$ cat src/hdl/wls_lane.sv
`default_nettype none
// one axis: a + sign * floor(|b-a| * e / d), bit-serial restoring divide
module wls_lane #(
  parameter int POS_WIDTH  = 32,
  parameter int TIME_WIDTH = 24
) (
  input  wire logic                  clk,
  input  wire logic                  load,
  input  wire logic                  step,
  input  wire logic [POS_WIDTH-1:0]  from_pt,
  input  wire logic [POS_WIDTH-1:0]  to_pt,
  input  wire logic [TIME_WIDTH-1:0] elapsed,
  input  wire logic [TIME_WIDTH-1:0] dur,
  output logic      [POS_WIDTH-1:0]  pos
);
  localparam int MW = POS_WIDTH + 1;
  localparam int PW = MW + TIME_WIDTH;

  logic [POS_WIDTH-1:0]  base;
  logic                  neg;
  logic [PW-1:0]         prod;
  logic [TIME_WIDTH:0]   rem;
  logic [MW:0]           diff;
  logic [MW-1:0]         mag;
  logic [TIME_WIDTH+1:0] trial;

  assign diff  = {{2{to_pt[POS_WIDTH-1]}}, to_pt} - {{2{from_pt[POS_WIDTH-1]}}, from_pt};
  assign mag   = diff[MW] ? MW'(-diff) : diff[MW-1:0];
  assign trial = {rem, prod[PW-1]} - {2'b0, dur};

  // product mag*e, formed by shift-add in the same loop is too slow; one multiply here
  always_ff @(posedge clk) begin
    if (load) begin
      base <= from_pt;
      neg  <= diff[MW];
      prod <= PW'(mag) * PW'(elapsed);
      rem  <= '0;
    end else if (step) begin
      if (!trial[TIME_WIDTH+1]) begin
        rem  <= trial[TIME_WIDTH:0];
        prod <= {prod[PW-2:0], 1'b1};
      end else begin
        rem  <= {rem[TIME_WIDTH-1:0], prod[PW-1]};
        prod <= {prod[PW-2:0], 1'b0};
      end
    end
  end

  assign pos = neg ? base - prod[POS_WIDTH-1:0] : base + prod[POS_WIDTH-1:0];
endmodule
`default_nettype wire

$ cat config.mk
export PLATFORM = sky130hd
export DESIGN_NAME = wls_lane
export DESIGN_NICKNAME = d
export VERILOG_FILES = /design/src/hdl/wls_lane.sv
export SDC_FILE = /design/constraint.sdc
export NUM_CORES = 2
export LEC_CHECK = 0
export BUFFER_PORTS_ARGS = -buffer_cell sky130_fd_sc_hd__buf_4
export CAP_MARGIN = 25
export CORE_MARGIN = 1.5
export CORE_UTILIZATION = 60
export DETAILED_ROUTE_END_ITERATION = 7
export PLACE_DENSITY = 0.78
export SYNTH_ARGS = -nofsm -noshare
export SYNTH_HDL_FRONTEND = slang
export SYNTH_SLANG_ARGS = --single-unit
$ cat constraint.sdc
create_clock -name clk -period 23.7 [get_ports clk]
set_clock_uncertainty 0.1 [all_clocks]
set_input_delay 3.555 -clock clk [delete_from_list [all_inputs] [get_ports clk]]
set_output_delay 3.555 -clock clk [all_outputs]
set_load 0.005 [all_outputs]
== Word-level counts from Yosys, hierarchy flattened ==
Index checks and enable logic that the tools add are counted.

* Multiply operators: 1
* Add/sub/neg operators: 5
* Mux-type cells: 6
* Reductions and logical operators: 1

{| class="wikitable"
|+ Operator list
! operator !! number
|-
| $mux 57 || 2
|-
| $mul 33x24->57 || 1
|-
| $mux 33 || 1
|-
| $neg 33->33 || 1
|-
| $sub 32x32->33 || 1
|-
| $add 32x32->32 || 1
|-
| $mux 32 || 1
|-
| $sub 32x32->32 || 1
|-
| $sub 26x24->26 || 1
|-
| $mux 25 || 1
|-
| $reduce_bool 2->1 || 1
|-
| $mux 1 || 1
|}

* Register bits: 115
* Output and inout bits: 32

== Longest topological paths before layout ==
* Word-level depth: 5
* Depth in mapped cells: 44
* Depth with buffers taken out: 41

== Worst setup path after synthesis ==
Ideal clock, no wire load.

* Kind: input to register
* From: input port to_pt[0]
* To: register prod[55], data pin
* Cell stages on the path: 39
* Arrival: 12755 ps
* Setup time: 260 ps
* Path slack: 10585 ps
* Path through: inv_1 ha_1 fa_1 nor2b_4 o31a_1 o21ai_2 a21o_1 a31oi_1 o211ai_1 a2111o_1 nor3_4 nor2_1 xnor2_1 buf_2 nand2_1 fa_1 inv_1 fa_1 (+3 left out) inv_1 fa_1 fa_1 inv_1 fa_1 inv_1 ha_1 and4_1 and3_1 o211ai_1 nand3_1 o211ai_1 a21oi_1 o22ai_1 o41ai_1 a31oi_1 xnor2_1 mux2_2

* Longest elaborated chain between the ends: 5

{| class="wikitable"
|+ Ends and longest elaborated chain
! element !! RTL line !! text
|-
| start: declaration || 11 || <nowiki>input wire logic [POS_WIDTH-1:0] to_pt,</nowiki>
|-
| $sub 32x32->33 (*) || 27 || <nowiki>assign diff = {{2{to_pt[POS_WIDTH-1]}}, to_pt} - {{2{from_pt[POS_WIDTH-1]}}, from_pt};</nowiki>
|-
| $neg 33->33 || 28 || <nowiki>assign mag = diff[MW] ? MW'(-diff) : diff[MW-1:0];</nowiki>
|-
| $mux 33 (*) || 28 ||
|-
| $mul 33x24->57 (*) || 36 || <nowiki>prod <= PW'(mag) * PW'(elapsed);</nowiki>
|-
| $mux 57 (*) || 33 || <nowiki>if (load) begin</nowiki>
|-
| end signal: assignment || 36 ||
|-
| end signal: assignment || 41 || <nowiki>prod <= {prod[PW-2:0], 1'b1};</nowiki>
|-
| end signal: assignment || 44 || <nowiki>prod <= {prod[PW-2:0], 1'b0};</nowiki>
|-
| end: declaration || 21 || <nowiki>logic [PW-1:0] prod;</nowiki>
|}

Mark *: on every way between the ends. The rest lies on a longest branch, timed or not.
A chain may end at the register's enable or synchronous reset.

== Final worst setup path ==
* From: input port from_pt[0]
* To: register prod[55], data pin

* Longest elaborated chain between the ends: 5

{| class="wikitable"
|+ Ends and longest elaborated chain
! element !! RTL line !! text
|-
| start: declaration || 10 || <nowiki>input wire logic [POS_WIDTH-1:0] from_pt,</nowiki>
|-
| $sub 32x32->33 (*) || 27 ||
|-
| $neg 33->33 || 28 ||
|-
| $mux 33 (*) || 28 ||
|-
| $mul 33x24->57 (*) || 36 ||
|-
| $mux 57 (*) || 33 ||
|}

Marks and branches as above.

==> key figures <==
STA
  – Setup ws final: 8660 ps
  – Slew headroom: 21.6%
  – Measured slew at the worst slew-check pin: 1170 ps
  – Fin. max-slew vios: 0
  – Final hold vios: 0
  – Fin Setup TNS: 0 ps
  – FMAX: 66.5 MHz
  – Final setup fails: 0
  – Period utilisation layout: 63.5%
  – Min Clock Period, post-route: 15040 ps
  – RSZ-0062 raised after global routing: no

Logic synthesis
  – Number of synthesized register bits: 115
  – Sequential share of the synthesized area: 8.36%
  – Largest cells by area after synthesis: fa_1, ha_1, inv_1
  – Post-Syn Nets: 5530
  – Synth cell types: 93
  – EDFF count, synth: 90
  – Area leader, netlist: fa_1
  – Most used DFF post-synth: edfxtp_1
  – Post-Syn Area: 38300 µm²
  – Post-synth top area share: 35.7%
  – Post-synth ARST share: 0%
  – Mean Syn Cell Area: 8.59 µm²
  – Yosys Warn Count: 0
  – Synth Instances: 4460

Setup path
  – Critical path type: in -> reg
  – CP bufs+invs: 4
  – Slowest CP cell: xor2_4
  – Worst Path Required: 23790 ps
  – Critical path launch point type: input pin
  – Data arrival, critical path: 15130 ps
  – Largest delay share family, worst path: adder cells
  – Largest stage delay, worst path: 850 ps
  – CP endpoint kind: flip-flop
  – Most common cell on crit path: fa_1
  – Crit path max fanout: 24

Placement
  – DP HPWL: 80200 µm
  – Dpl cell area: 40100 µm²
  – GP Congestion: 0.921
  – Port bufs: 146
  – DP Worst Slack: 8370 ps

CTS
  – CTS buffer count: 17
  – CTS Root Cell: clkbuf_16
  – Max Root-Sink Buffers: 2
  – Clock Pin Slew Worst Setup and Hold Paths: 60 ps
  – Hold-fix buffer count after cts: 0
  – Clock sink total: 115
  – CTS resizes: 0
  – Worst skew pair latency: 440 ps
  – Post-CTS Setup Bufs: 0
  – H-tree levels: 4
  – CTS tree: done

Drt
  – Iter 0 DRT Violations: 2631
  – Vias: 31522
  – Detailed-route DRC error count: 0
  – DR vias/cell: 5.98
  – First drt pass iteration count: 6
  – Routed len/inst: 20.1 µm
  – Antenna Nets Post-Route: 0
  – Total wire length: 106000 µm

GRT
  – Initial antenna violation count: 2
  – Global-route wire length before repair: 172000 µm
  – Largest net degree at the start of global routing: 58
  – Vias in the first global route: 32698
  – Grt ovf: 0
  – GRT Total Usage: 33.0%

Hold path
  – Worst min path class: reg -> reg

Floorplan
  – Total core area: 63100 µm²
  – Initial Util: 60.7%
  – Width of the die: 256 µm
  – Die ar.: 65400 µm²
  – FP Rows: 92
  – Top Ports: 147
  – Die height: 256 µm

Layout
  – Ratio of cells with drive above 1 in the final layout: 7.61%
  – Final core utilization: 64.5%
  – Area growth syn-to-layout: 6.26%
  – Nets: 5483
  – Fin area: 40700 µm²

Job
  – Max-Cap Viols: 0

Outcome
  – Outcome: completed
flip-flops by register name, summed over array words and instances (netlist names):
register and flops:
prod 57, rem 25, base 32, neg 1
placed cells by master, fill, tap and decap left out, drive strengths merged, types with 39 or more instances in the layout:
cell type    n
inv        872
fa         683
nand2      488
and2       326
ha         272
buf        192
a21oi      148
nor2       147
o21ai      139
xnor2      118
edfxtp      90
nand3       86
a21o        84
nor2b       61
xor2        55
mux2        49
o211ai      43
nor3        43
a211oi      42
nand2b      39
tightest hold or removal path: stages (launching register included):
cell and delay (ps):
dfxtp_1 330, nand2b_1 70, a21oi_1 50
cells by family after synthesis:
family | after synthesis | share of synthesized area [%]
simple gates | 1357 | 18.1
buf+inv | 1120 | 11.1
fa+ha+maj | 955 | 44.6
compound gates | 653 | 11.3
xor+xnor | 173 | 3.99
flops | 115 | 8.36
mux | 87 | 2.52
layer usage:
layer	up-vias	global-route usage, %	share of wire, %
li1	14055	-	-
met1	15675	42.1	38
met2	1437	55.1	48
met3	355	4.64	7.8
met4	0	17.0	5.5
met5	-	0	0
final timing paths:
check	start	endpoint	slack, ps	cells past startpoint
worst max-delay path	from_pt[0]	prod[55]	8660	36
worst min-delay path	rem[21]	rem[21]	390	2
worst max register to register	prod[56]	rem[24]	19530	14
worst min register to register	rem[21]	rem[21]	390	2
stage by stage:
| stage | hold slack, ps | instances |
|---|---|---|
| after CTS | 396 | 5271 |
| after global routing | 422 | 5272 |
| after global placement | 379 | 5237 |
| after detailed placement | 385 | 5239 |
| after floorplan | 362 | 4460 |
| final | 394 | 5273 |
synthesized netlist by cell type (6+ instances only):
cell	instances
a211oi_1	41
a21boi_0	16
a21o_1	84
a21oi_1	147
a221oi_1	7
a311oi_1	20
a31oi_1	26
a41oi_1	6
and2_1	325
and2b_1	6
and3_1	37
and4_1	22
buf_2	23
clkbuf_1	228
dfxtp_1	25
edfxtp_1	90
fa_1	683
ha_1	272
inv_1	862
mux2_2	40
mux2_4	9
mux2i_1	38
nand2_1	487
nand2b_1	39
nand3_1	85
nand3b_1	7
nand4_1	28
nor2_1	147
nor2b_1	60
nor3_1	39
nor4_1	10
o2111ai_1	6
o211ai_1	43
o21a_1	18
o21ai_0	132
o21ai_1	6
o21bai_1	19
o2bb2ai_1	17
or2_2	10
or3_1	9
or4_1	24
xnor2_1	117
xor2_1	54
cell type report:
class / count / area (µm²)
tap: 846 / 1060
inverter: 862 / 3240
clock inverter: 13 / 108
multi-input combinational: 3225 / 31200
antenna: 1 / 2.50
fill: 5297 / 22400
clock buffer: 19 / 475
timing repair buffer: 192 / 1460
sequential: 115 / 3200
Power is left out: the tool's default activity adds up to more than one toggle a clock period on the data nets, which glitch-free logic cannot reach.
