### config.mk
export PLATFORM = sky130hd
export DESIGN_NAME = wls_ram
export DESIGN_NICKNAME = d
export VERILOG_FILES = /design/src/hdl/wls_ram.sv
export SDC_FILE = /design/constraint.sdc
export NUM_CORES = 1
export LEC_CHECK = 0
export BUFFER_PORTS_ARGS = -buffer_cell sky130_fd_sc_hd__buf_2
export CAP_MARGIN = 25
export CORE_MARGIN = 5
export CORE_UTILIZATION = 35
export CTS_CLUSTER_DIAMETER = 200
export DETAILED_ROUTE_END_ITERATION = 8
export HOLD_SLACK_MARGIN = 0.08
export PLACE_DENSITY = 0.62
export REMOVE_ABC_BUFFERS = 1
export SLEW_MARGIN = 40
export SYNTH_ARGS = -nofsm -noshare
export SYNTH_HDL_FRONTEND = slang
export SYNTH_SLANG_ARGS = --single-unit
### constraint.sdc
create_clock -name clk -period 3.8 [get_ports clk]
set_input_delay 0.57 -clock clk [delete_from_list [all_inputs] [get_ports clk]]
set_output_delay 0.57 -clock clk [all_outputs]
set_load 0.01 [all_outputs]
### src/hdl/wls_ram.sv
`default_nettype none
module wls_ram #(
  parameter int WIDTH = 32,
  parameter int DEPTH = 16
) (
  input  wire logic                     clk,
  input  wire logic                     we,
  input  wire logic [$clog2(DEPTH)-1:0] waddr,
  input  wire logic [WIDTH-1:0]         wdata,
  input  wire logic [$clog2(DEPTH)-1:0] raddr,
  output logic      [WIDTH-1:0]         rdata
);
  logic [WIDTH-1:0] mem [DEPTH];

  always_ff @(posedge clk) begin
    if (we) begin
      mem[waddr] <= wdata;
    end
    rdata <= mem[raddr];
  end
endmodule
`default_nettype wire

## Yosys cells after proc, flatten, opt, wreduce, memory -nomap -nowiden

Memory sizes are Yosys's and may differ from the RTL's. A register that Yosys moved wholly into a read port is not among the register bits.
Index checks and enable logic that the tools add are counted.

- Mux-type cells: 2

Operator list:

| operator | count |
|---|---|
| two-way mux 1 bit | 2 |

- Register bits after elaboration: 0
- RAM bits: 512
- Memories kept: 1

Memory list:

| memory | depth | width | read ports | clocked after Yosys merged registers in | wr ports | line | text |
|---|---|---|---|---|---|---|---|
| mem | 16 | 32 | 1 | 1 | 1 | 13 | `logic [WIDTH-1:0] mem [DEPTH];` |

## Depth between registers and ports, before layout

Gate-level depths: netlist of run 1.

- Word-level depth: 2
- Gate-level depth with buffers: 5
- Mapped depth without buffers: 3

## Worst setup path before layout of run 1

Ideal clock, no wire load.

- Path type: in2reg
- Start point: input port waddr[2]
- End point: memory mem[0][0], enable pin
- Library setup time: 0.461 ns
- Arrival: 3.288 ns
- Setup slack: 0.050 ns
- Cell stages on the path: 2
- Buffers on the path: 0
- Path through: or3b_2 nor3_1

RTL lines:

| item | line | text |
|---|---|---|
| start: declaration | 8 | `input wire logic [$clog2(DEPTH)-1:0] waddr,` |
| end: declaration | 13 |  |

No word-level cell before the write port.

## Worst setup path after layout of run 1

- Start point: input port waddr[2]
- End point: memory mem[1][8], enable pin

No word-level cell before the write port.

==> results of run 1 <==
==> final cells by class <==
cell class                 instances  area [um2]
sequential                       544       16020
multi-input combinational        251        3750
tap                              756       945.9
fill                            4867       33040
clock inverter                    28       244.0
timing repair buffer             105       699.4
clock buffer                      76        1575
antenna                            3       7.507
==> state kept, by name (all words and copies together), names as in the netlist <==
name	flops
mem	512
rdata	32
==> power by group through the flow <==
stage                     registers, uW  clock network (uW)  logic (uW)
after CTS                          6760                5440         611
after global routing               6760                5710         652
final                              6750                5320         599
after detailed placement           6880                   0         609
after global placement             6880                   0         597
after floorplan                    6880                   0         258
==> synthesized netlist by cell type <==
cell type,count
dfxtp_1,32
buf_1,9
mux4_2,128
clkbuf_1,17
and2_1,1
nor2b_1,2
a22oi_1,64
edfxtp_1,512
nand3b_1,2
nand2_1,33
nand3_1,1
nor3_1,4
nand2b_1,2
buf_2,4
or3b_2,1
nor2_1,13
buf_6,2
buf_4,11
==> worst max-delay path: cells and delay by family <==
kind          cells  cell delay (ns)
buf+inv           2             0.38
simple gates      2             1.16
==> path summary, 6_finish.rpt <==
path | start | to | slack (ns) | cells after the start
worst min register to register | mem[15][24] | rdata[24] | 0.67 | 3
worst min-delay path | wdata[15] | mem[14][15] | 0.37 | 1
worst max-delay path | waddr[2] | mem[1][8] | 1.94 | 4
worst max register to register | mem[10][10] | rdata[10] | 2.46 | 3
==> per-stage QoR <==
stage	hold WS, ns	worst slack, ns	cells
floorplan	0.6349	0.05035	795
global placement	0.6546	1.313	1655
detailed placement	0.6612	1.299	1655
CTS	0.3366	1.914	1759
global route	0.3522	1.781	1760
finish	0.3692	1.936	1763
==> per-layer routing <==
metal  share of wire  up-vias
met4           0.014        0
met2            0.48      230
met3           0.057       47
li1                -     3812
met1            0.45     4828
met5               0        -
==> cells by family after synthesis <==
kind of cell / after synthesis / share of synthesized area
mux: 128 / 0.1452
simple gates: 59 / 0.01273
flops: 544 / 0.8067
buf+inv: 43 / 0.01122
compound gates: 64 / 0.02420
==> summary.txt, run 1 <==
Clock network
  – Clock Sink Count: roughly 540
  – Clock Path Buffers: 3
  – # H-tree levels: 2
  – TritonCTS Buffers: 55
  – CTS Hold Bufs: 0
  – Setup Fix Bufs, Post-CTS: 0
  – CTS tree: yes
  – Reg clk slew, reported paths: 0.06 ns
  – Clk Tree Root Cell: clkbuf_16
  – Clock Latency Late Sink: ~0.57 ns
  – # resized after CTS: 0

Routing
  – WL per Instance: around 24 um
  – Pre-antenna DRT Iters: 5
  – Post-DRT Antenna Nets: 0
  – Vias per cell: around 5.1
  – Initial DRC Count: a little over 800
  – # DRC: 0
  – Routed vias: between 8000 and 9000
  – WL final: between 40000 and 50000 um

Timing
  – Max-slew violation count: 0
  – Unrepaired setup endpoints after global routing: false
  – Setup Total Neg Slack: 0 ns
  – Post-layout min period: 1.864 ns
  – Setup-failing EPs final: 0
  – Final hold violations: 0
  – Slew headroom: 0.4550
  – Worst slew pin tran: 0.8156 ns
  – Final worst path period share: 0.4906
  – Fmax: roughly 540 MHz
  – Setup Skew: a little under 0.009 ns

Synthesis
  – Register area share after synthesis: 0.8067
  – Mapped cell area: a little under 20000 um2
  – Unique cell type count in the Yosys netlist: 18
  – Syn Inst Count: 838
  – Cell taking the most area after synthesis: edfxtp_1
  – Synth top area cells: edfxtp_1 (77%), mux4_2 (15%), dfxtp_1 (3.2%), a22oi_1 (2.4%), nand2_1 (0.62%)
  – Synthesized area per cell: approximately 24 um2
  – Share of the synthesized area in the top cell type: 0.7744
  – Flops & latches, synth: 544
  – Ys Warns: 0

Final layout
  – Most common cell after layout, fill and taps aside: edfxtp_1
  – Finished Cell Area: 23240 um2
  – Layout area overhead: 17.04%
  – Final net count: approximately 1000
  – Commonest cells after routing, fill and taps aside: edfxtp_1 (512), mux4_2 (128), buf_2 (71), a22oi_1 (64), clkbuf_16 (55)
  – Final core utilization: 0.4129
  – Layout cell share with drive strength beyond 1: 0.3386

Power and ir drop
  – Leakage: roughly 0.0074 uW
  – Pwr Density: roughly 550 nW/um2
  – VDD IR max: roughly 0.0004 V
  – Internal power: 10120 uW
  – Sequential share of power: 0.533
  – Sw power: ~2600 uW
  – Switching share of power: 0.2019
  – Clock network fraction of total power: 0.420
  – Logic pwr share: 0.047
  – Pwr Total: 12680 uW

Global routing
  – First-pass GRT wire length: 63830 um
  – Vias in the first global route: approximately 9600
  – Initial antenna violation count: 3
  – GR Layer Usage met2: 0.2196
  – Total grt overflow: 0
  – Largest net degree at the start of global routing: between 50 and 60
  – Aggregate global-route resource usage: 0.1391
  – Most Crowded Layer GR: met2
  – GR Layer Usage met3: 0.02457
  – GR Util met1: 0.2057

Worst setup path
  – Critical-path cell list: buf_2 -> or3b_2 -> nor2_4 -> buf_12
  – Max FO, Critical Path: 18
  – CP Data Required Time: about 4 ns
  – CP max stage cell: or3b_2
  – Critical Path End Type: flop
  – Arrival @ worst endpoint: 2.13 ns
  – Crit-path max cell delay: between 0.5 and 0.6 ns
  – Setup crit start kind: input port
  – Setup Crit Path Kind: in2reg

Die
  – Starting Density: 0.3528
  – Die Width: 248.2 um
  – IO Pins: between 70 and 80
  – Cell Rows: 87
  – Die area: 61590 um2
  – Die Ht: 248.2 um
  – Core area: around 56000 um2

Hold path
  – Tightest Hold Check Type: in2reg

Outcome
  – Status: complete, no violations

Place
  – Dpl cell area: between 20000 and 25000 um2
  – Final HPWL DP: approximately 22000 um
  – Routability cong.: around 0.68
  – Number of port buffers: 73

Flow run
  – MaxCap Viol Count: 0
(Power assumes the default switching activity.)
==> run 2, diff against run 1 <==
Clock period 3.8 ns to 1.7 ns, I/O delays scaled along.
==> run 2 against run 1 <==
  * Via count rose by 2.4%
  * Sequential power rose by 120%
  * Power rose by 120%
  * Die area did not move
  * Clock skew rose by 0.0082 ns
  * Count of clock-buffer cells in the layout rose by 8
  * Sequential share of layout area fell by 2.8 points
  * Core utilization rose by 1.7 points
  * Routed wire length fell by 1.6%
  * Design area rose by 4.2%
  * Non-clock buffer count rose by 78
  * Global-route usage fell by 0.27 points
==> summary.txt, run 2 (synthesis results as in run 1) <==
Worst setup path
  – Setup crit start kind: flop
  – Crit-path max cell delay: approximately 0.44 ns
  – FF-to-FF path depth: 3
  – CP top delay family: flip-flops
  – Arrival @ worst endpoint: between 1 and 1.5 ns
  – CP Data Required Time: ~1.4 ns
  – CP max stage cell: dfxtp_1
  – Setup Crit Path Kind: reg2out
  – Crit Reg-Reg Startpoint: mem[0][31]
  – Critical Path End Type: output port
  – FF-to-FF setup slack: between 0.3 and 0.4 ns
  – Max FO, Critical Path: 1
  – Critical-path cell list: buf_2
  – Critical path buffers and inverters: 1
  – Crit Reg-Reg Endpoint: rdata[31]

Routing
  – Initial DRC Count: between 600 and 700
  – Post-DRT Antenna Nets: 0
  – WL per Instance: about 23 um
  – Pre-antenna DRT Iters: 5
  – Routed vias: a little over 9000
  – WL final: roughly 42000 um
  – Vias per cell: a little under 5
  – # DRC: 0

Clock network
  – Clock Sink Count: around 540
  – TritonCTS Buffers: 53
  – Clock Path Buffers: 3
  – Clock Latency Late Sink: 0.59 ns
  – CTS tree: yes
  – # H-tree levels: 2
  – Reg clk slew, reported paths: approximately 0.060 ns
  – Clk Tree Root Cell: clkbuf_16

Place
  – Final HPWL DP: 24690 um
  – Dpl cell area: 22220 um2
  – Number of port buffers: 73
  – Routability cong.: between 0.7 and 0.8

Global routing
  – GR Util met1: 0.1963
  – Total grt overflow: 0
  – Aggregate global-route resource usage: 0.1365
  – GR Layer Usage met2: 0.2162
  – Vias in the first global route: between 9000 and 10000
  – Initial antenna violation count: 2
  – Most Crowded Layer GR: met2
  – GR Layer Usage met3: 0.02725
  – First-pass GRT wire length: approximately 63000 um
  – Largest net degree at the start of global routing: 43

Die
  – Die Width: approximately 250 um
  – IO Pins: 74
  – Cell Rows: a little under 90
  – Die Ht: approximately 250 um
  – Core area: 56280 um2
  – Starting Density: 0.3528
  – Die area: roughly 60000 um2

Timing
  – Worst hold slack: roughly 0.25 ns
  – Final worst path period share: 0.8604
  – Slew headroom: 0.6825
  – Setup Skew: 0.01687 ns
  – Setup-failing EPs final: 0
  – Max-slew violation count: 0
  – Fmax: approximately 680 MHz
  – Unrepaired setup endpoints after global routing: false
  – Final hold violations: 0
  – Post-layout min period: roughly 1.5 ns
  – Worst slew pin tran: 0.4763 ns

Final layout
  – Layout cell share with drive strength beyond 1: 0.3460
  – Largest register FFs: between 500 and 600
  – Most common cell after layout, fill and taps aside: edfxtp_1
  – Largest registers: mem (512), rdata (32)
  – Finished Cell Area: approximately 24000 um2
  – Commonest cells after routing, fill and taps aside: edfxtp_1 (512), mux4_2 (128), buf_2 (71), a22oi_1 (64), clkbuf_16 (55)
  – Layout area overhead: 21.95%
  – Final net count: roughly 1100
  – Final core utilization: 0.4302
  – Largest register by flop count: mem

Hold path
  – WHS Endpoint: rdata[13]
  – Tightest Hold Check Type: in2reg
  – Worst hold stages: 4
  – Hold path start: raddr[3]

Power and ir drop
  – Pwr Density: roughly 1100 nW/um2
  – Leakage: between 0.007 and 0.008 uW
  – VDD IR max: roughly 0.00070 V

Outcome
  – Status: complete, no violations

Flow run
  – MaxCap Viol Count: 0
run 2: metrics by stage:
stage | cells | TNS [ns] | total power (uW) | worst slack [ns]
3_3_place_gp | 1702 | -5.067 | 16860 | -0.1592
3_5_place_dp | 1702 | -5.822 | 16890 | -0.1342
4_1_cts | 1834 | 0 | 28190 | 0.1896
2_1_floorplan | 795 | -428.09 | 15970 | -1.735
5_1_grt | 1834 | 0 | 28840 | 0.1934
6_report | 1835 | 0 | 27840 | 0.2373
run 2: layout make-up:
class | count | area [um2]
clock inverters | 16 | 130.1
repair buffers | 183 | 1833
multi-input cells | 251 | 3750
diodes | 1 | 2.502
flip-flops and latches | 544 | 16020
well taps | 756 | 945.9
clock buffers | 84 | 1535
fillers | 4783 | 32070
run 2: worst max-delay path by stage:
stage                         start   endpoint  cells past startpoint
after global placement     raddr[0]   rdata[4]                      6
after detailed placement   raddr[0]  rdata[22]                      6
after CTS                 rdata[30]  rdata[30]                      1
after global routing      rdata[30]  rdata[30]                      1
final                     rdata[30]  rdata[30]                      1
after floorplan            waddr[2]  mem[0][0]                      2
run 2: layer usage:
layer	wire length, um	vias to the layer above	share of wire
li1	-	3966	-
met1	19040	4876	0.45
met2	20020	228	0.48
met3	2071	57	0.049
met4	732	2	0.017
met5	20	-	0.00048
run 2: what timing repair did:
item / CTS / global route
setup buffers: 0 / 0
hold buffers: 32 / 0
hold endpoints to repair: 512 / 0
gates resized for setup: 0 / 0
run 2: power breakdown:
part           internal (uW)  switching (uW)  total, uW
sequential             15000            97.2      15100
clock                   6490            4720      11200
combinational            718             824       1540
